--- src/hcbp_pkg.sv ---
// Shared types and constants for the Huffman code bit packer.
// Used by the controller, the datapath, the top level and the port checker.
package hcbp_pkg;

   localparam int CODE_W = 32;
   localparam int LEN_W  = 6;
   localparam int SYM_W  = 8;
   localparam int BYTE_W = 8;
   localparam int POS_W  = 3;

   typedef enum logic [1:0] {
      CMD_LOAD   = 2'd0,
      CMD_ENCODE = 2'd1,
      CMD_FLUSH  = 2'd2,
      CMD_NONE   = 2'd3
   } cmd_type;

   typedef struct packed {
      cmd_type           cmd;
      logic [SYM_W-1:0]  symbol;
      logic [CODE_W-1:0] code_word;
      logic [LEN_W-1:0]  code_length;
   } req_type;

   typedef struct packed {
      logic [BYTE_W-1:0] packed_byte;
      logic              last;
   } rsp_type;

   typedef struct packed {
      logic [CODE_W-1:0] code;
      logic [LEN_W-1:0]  len;
   } entry_type;

   typedef enum logic [1:0] {
      ST_IDLE,
      ST_ALIGN,
      ST_PACK
   } state_type;

   // Commands from the controller to the datapath.
   typedef struct packed {
      logic mem_write;
      logic mem_read;
      logic flush;
      logic align;
      logic step;
   } ctrl_type;

   // Status from the datapath to the controller.
   typedef struct packed {
      logic sym_ok;
      logic rem_zero;
      logic final_step;
   } stat_type;

endpackage

--- src/hcbp_ctrl.sv ---
// Controller state machine of the Huffman code bit packer.
// Depends on hcbp_pkg; drives the datapath through ctrl_type commands.
module hcbp_ctrl (
   input  logic               clock,
   input  logic               reset,
   input  logic               start,
   input  hcbp_pkg::cmd_type  cmd,
   input  hcbp_pkg::stat_type stat,
   output hcbp_pkg::ctrl_type ctrl,
   output logic               busy
);

   hcbp_pkg::state_type state_ff, state_in;

   always_ff @(posedge clock) begin
      if (reset) begin
         state_ff <= hcbp_pkg::ST_IDLE;
      end else begin
         state_ff <= state_in;
      end
   end

   always_comb begin
      state_in = state_ff;
      unique case (state_ff)
         hcbp_pkg::ST_IDLE: begin
            if (start && cmd == hcbp_pkg::CMD_ENCODE && stat.sym_ok) begin
               state_in = hcbp_pkg::ST_ALIGN;
            end
         end
         hcbp_pkg::ST_ALIGN: begin
            state_in = hcbp_pkg::ST_PACK;
         end
         hcbp_pkg::ST_PACK: begin
            if (stat.rem_zero || stat.final_step) begin
               state_in = hcbp_pkg::ST_IDLE;
            end
         end
         default: begin
            state_in = hcbp_pkg::ST_IDLE;
         end
      endcase
   end

   always_comb begin
      ctrl = '0;
      busy = 1'b1;
      unique case (state_ff)
         hcbp_pkg::ST_IDLE: begin
            busy           = 1'b0;
            ctrl.mem_write = start && cmd == hcbp_pkg::CMD_LOAD && stat.sym_ok;
            ctrl.mem_read  = start && cmd == hcbp_pkg::CMD_ENCODE && stat.sym_ok;
            ctrl.flush     = start && cmd == hcbp_pkg::CMD_FLUSH;
         end
         hcbp_pkg::ST_ALIGN: begin
            ctrl.align = 1'b1;
         end
         hcbp_pkg::ST_PACK: begin
            ctrl.step = !stat.rem_zero;
         end
         default: begin
            busy = 1'b1;
         end
      endcase
   end

endmodule

--- config.mk ---
export PLATFORM = sky130hd
export DESIGN_NAME = hcbp_ctrl
export DESIGN_NICKNAME = d
export VERILOG_FILES = /design/src/hcbp_pkg.sv /design/src/hcbp_ctrl.sv
export SDC_FILE = /design/constraint.sdc
export NUM_CORES = 1
export LEC_CHECK = 0
export BUFFER_PORTS_ARGS = -buffer_cell sky130_fd_sc_hd__buf_4
export CAP_MARGIN = 20
export CORE_AREA = 10 10 47 49
export CTS_CLUSTER_SIZE = 25
export DETAILED_ROUTE_END_ITERATION = 8
export DIE_AREA = 0 0 57 59
export PLACE_DENSITY = 0.41
export SYNTH_ARGS = -nofsm -noshare
export SYNTH_HDL_FRONTEND = slang
export SYNTH_SLANG_ARGS = --single-unit
--- constraint.sdc ---
create_clock -name clock -period 1.75 [get_ports clock]
set_input_delay 0.175 -clock clock [delete_from_list [all_inputs] [get_ports clock]]
set_output_delay 0.175 -clock clock [all_outputs]
set_load 0.01 [all_outputs]
## Word-level counts from Yosys, hierarchy flattened

Index checks and enable logic that the tools add are counted.

- Register bits: 2
- Word-level logic and storage cells: 24
- Output and inout port bits: 6

- Equality and inequality tests: 6
- Reduce and logical (&&, ||, !) cells: 10
- Muxes and demuxes: 7

Operator list:

| kind | number |
|---|---|
| $pmux 2 s3 | 1 |
| $logic_and 1x1->1 | 5 |
| $eq 2x1->1 const B | 2 |
| $eq 2x2->1 const B | 2 |
| $logic_not 2->1 | 2 |
| $mux 2 | 2 |
| $ne 2x2->1 const B | 2 |
| $mux 1 | 3 |
| $mux 3 | 1 |
| $reduce_and 2->1 | 1 |
| $logic_not 1->1 | 1 |
| $logic_or 1x1->1 | 1 |

## Longest topological paths before layout

- Word-level depth: 5
- Gate-level depth with buffers: 3
- Depth with buffers taken out: 2

## Worst setup path after synthesis

No wires, ideal clock.

- Path kind: register to output
- Start point: register state_ff[0]
- End point: output ctrl[3] in the netlist's numbering
- Data arrival time: 0.953 ns
- Stages on the path, launching flop included: 4
- Buffers on the path: 1
- Required time: 1.575 ns
- Path slack: 0.622 ns
- Cell sequence: dfxtp_1 -> or2_1 -> buf_6 -> nor3_1

RTL lines:

| what | RTL line | source |
|---|---|---|
| start, declared | hcbp_ctrl.sv:13 | `hcbp_pkg::state_type state_ff, state_in;` |
| start signal, assigned | hcbp_ctrl.sv:17 | `state_ff <= hcbp_pkg::ST_IDLE;` |
| start signal, assigned | hcbp_ctrl.sv:19 | `state_ff <= state_in;` |
| end, declared | hcbp_ctrl.sv:9 | `output hcbp_pkg::ctrl_type ctrl,` |

==> summary.txt <==
Setup path
  • CP arrival: approximately 1200 ps
  • CP Max Fanout: 5
  • CP endpoint kind: primary output
  • Crit-path cells: or2_1 -> nor3_1 -> buf_4
  • Slowest CP cell: or2_1
  • CP Launch Type: flip-flop
  • Kind of critical path: reg2out
  • Reg2reg path depth: 2
  • Crit path required time: roughly 1600 ps
  • Max incr delay on CP: 310 ps

Power and ir drop
  • Leak: 0.134 nW
  • Pwr dens: roughly 670 nW/um^2
  • Clock power frac: 0.572
  • Switching Share: 0.234
  • VDD IR max: 296 uV
  • Comb power frac: 0.171
  • Internal power: 0.000140 W
  • Seq pwr share: 0.257
  • Net Switching: 0.0000428 W
  • Power, Total: 0.000183 W

Clocking
  • CTS sink count: 2
  • CTS Buf Count: 3
  • Post-CTS Repair Setup Buffers: 0
  • Hold Buf Count CTS: 0
  • CTS tree: built
  • CTS Buffer Depth: 2
  • Worst skew pair latency: 230 ps
  • H-tree levels: 1
  • Resize count post-CTS: 0
  • Root Buffer Master: clkbuf_4
  • Reg clk slew, reported paths: 30 ps

Floorplanning
  • Top Ports: 14
  • # rows: 14
  • Initial Util: 0.108
  • Die area: 3360 um^2
  • Die X: 57 um
  • Die height: 59 um
  • CORE AREA: 1400 um^2

Run
  • Max cap viols: 0

Synthesis
  • Synthesized flop and latch total: 2
  • Sequential-to-total area share from yosys stat: 0.264
  • Post-synth EDFFs: 0
  • Post-synth net total: 25
  • Top cells by area, synth: dfxtp_1 (26%), nor4_4 (14%), buf_6 (7.4%)
  • Main synth FF type: dfxtp_1
  • Yosys cell types: 14
  • Cell accounting for the most synthesized area: dfxtp_1
  • Syn_area_per_cell: 8.91 um^2
  • Cell count after synthesis: 17
  • YS warnings: 0
  • Yosys top cell area share: 0.264
  • Post-synth top cells: dfxtp_1 (2), inv_1 (2), nor3_1 (2)
  • Post-synthesis cell area: 151 um^2
  • Async SR Flop Fraction: 0

Timing
  • Setup-failing EPs final: 0
  • Worst slew pin tran: 268 ps
  • Min Clock Period, post-route: 1400 ps
  • Fin. Hold Viols: 0
  • Final slew viol count: 0
  • Worst Skew: 2.13 ps
  • Setup TNS Final: 0 ps
  • WHS: 146 ps
  • Fmax: just over 700 MHz
  • Slew margin rel.: 0.821
  • Period utilization: 0.798
  • RSZ-0062 raised after global routing: no

Finish
  • Fin nets: 41
  • Largest registers: state_ff: 2 flops
  • Layout area overhead: 80.2%
  • Largest register FFs: 2
  • Top reg by flops: state_ff
  • N_diodes: 0
  • Layout cells sized above 1: 0.581
  • Post-route cell area: 273 um^2

Drt
  • Met2 WL: 102 um
  • Post-DR wirelength/cell: 11.9 um
  • Top routing layer used: met3
  • Aggregate routed wire length: ~560 um
  • Vias/cell: around 3.4
  • Routed vias: 161
  • M1 wire length: 321 um
  • Remaining antenna violation count after routing: 0
  • Drt drc: 0
  • Met3 routed WL: 137 um
  • Initial DRC count: 1
  • DR pass1 iterations: 2

GRT
  • Antenna violations before repair: 0
  • Total track usage: 0.0406
  • Largest net degree at the start of global routing: 6
  • Vias in the first global route: about 170
  • GR Overflow Total: 0
  • First-pass GRT wire length: 903 um

Min path
  • Hold Crit Class: in2reg
  • WHS Path Cells: 2

Place
  • Final GP Congestion: 0.619
  • DP Area: ~250 um^2
  • Port buffer count: 13

Outcome
  • Outcome: complete, no violations
## metrics by stage
stage                      util  worst slack (ps)  instances
final                     0.195               354         47
after global routing      0.195               249         47
after CTS                 0.195               342         47
after detailed placement  0.179               601         44
after global placement    0.179               575         44
after floorplan               -               622         17
## power by group through the flow
stage	clock, W	sequential, W	combinational [W]
floorplan	0	0.0000475	0.0000125
global placement	0	0.0000476	0.0000319
detailed placement	0	0.0000476	0.0000317
CTS	0.000111	0.0000470	0.0000318
global route	0.000116	0.0000470	0.0000350
finish	0.000105	0.0000470	0.0000312
## cell type report
type                       instances  area (um^2)
clock buffer                       3         22.5
fill                             165         1130
inverter                           2         7.51
multi-input combinational         11         85.1
sequential                         2         40.0
tap                               16         20.0
timing repair buffer              13         97.6
## logic make-up after synthesis
group / synth area share
buf+inv: 0.174
compound gates: 0.0579
simple gates: 0.504
flops: 0.264
## placed cells by master, fill, tap and decap left out
cell type,instances
a22o_1,1
buf_4,13
clkbuf_4,3
dfxtp_1,2
inv_1,2
nand2_1,1
nand3b_1,1
nor2_1,1
nor2b_1,1
nor3_1,2
nor3_2,1
nor3b_1,1
nor4_4,1
or2_1,1
## per-layer routing
metal / global-route usage / vias up
met5: 0 / -
met2: 0.0233 / 17
met3: 0.0644 / 0
met1: 0.0509 / 60
li1: - / 84
met4: 0.0201 / 0
## critical path, delay by kind of cell (launching register included)
| kind | cells | cell delay, ps |
|---|---|---|
| AND/OR/NAND/NOR | 2 | 530 |
| flip-flops | 1 | 300 |
| buffers and inverters | 1 | 160 |
## final timing paths
check,start,endpoint,slack (ps)
max,state_ff[0],ctrl[4],350
max reg2reg,state_ff[0],state_ff[0],840
min,reset,state_ff[0],150
min reg2reg,state_ff[0],state_ff[1],620
No activity file was read; power rests on OpenSTA's default activity.
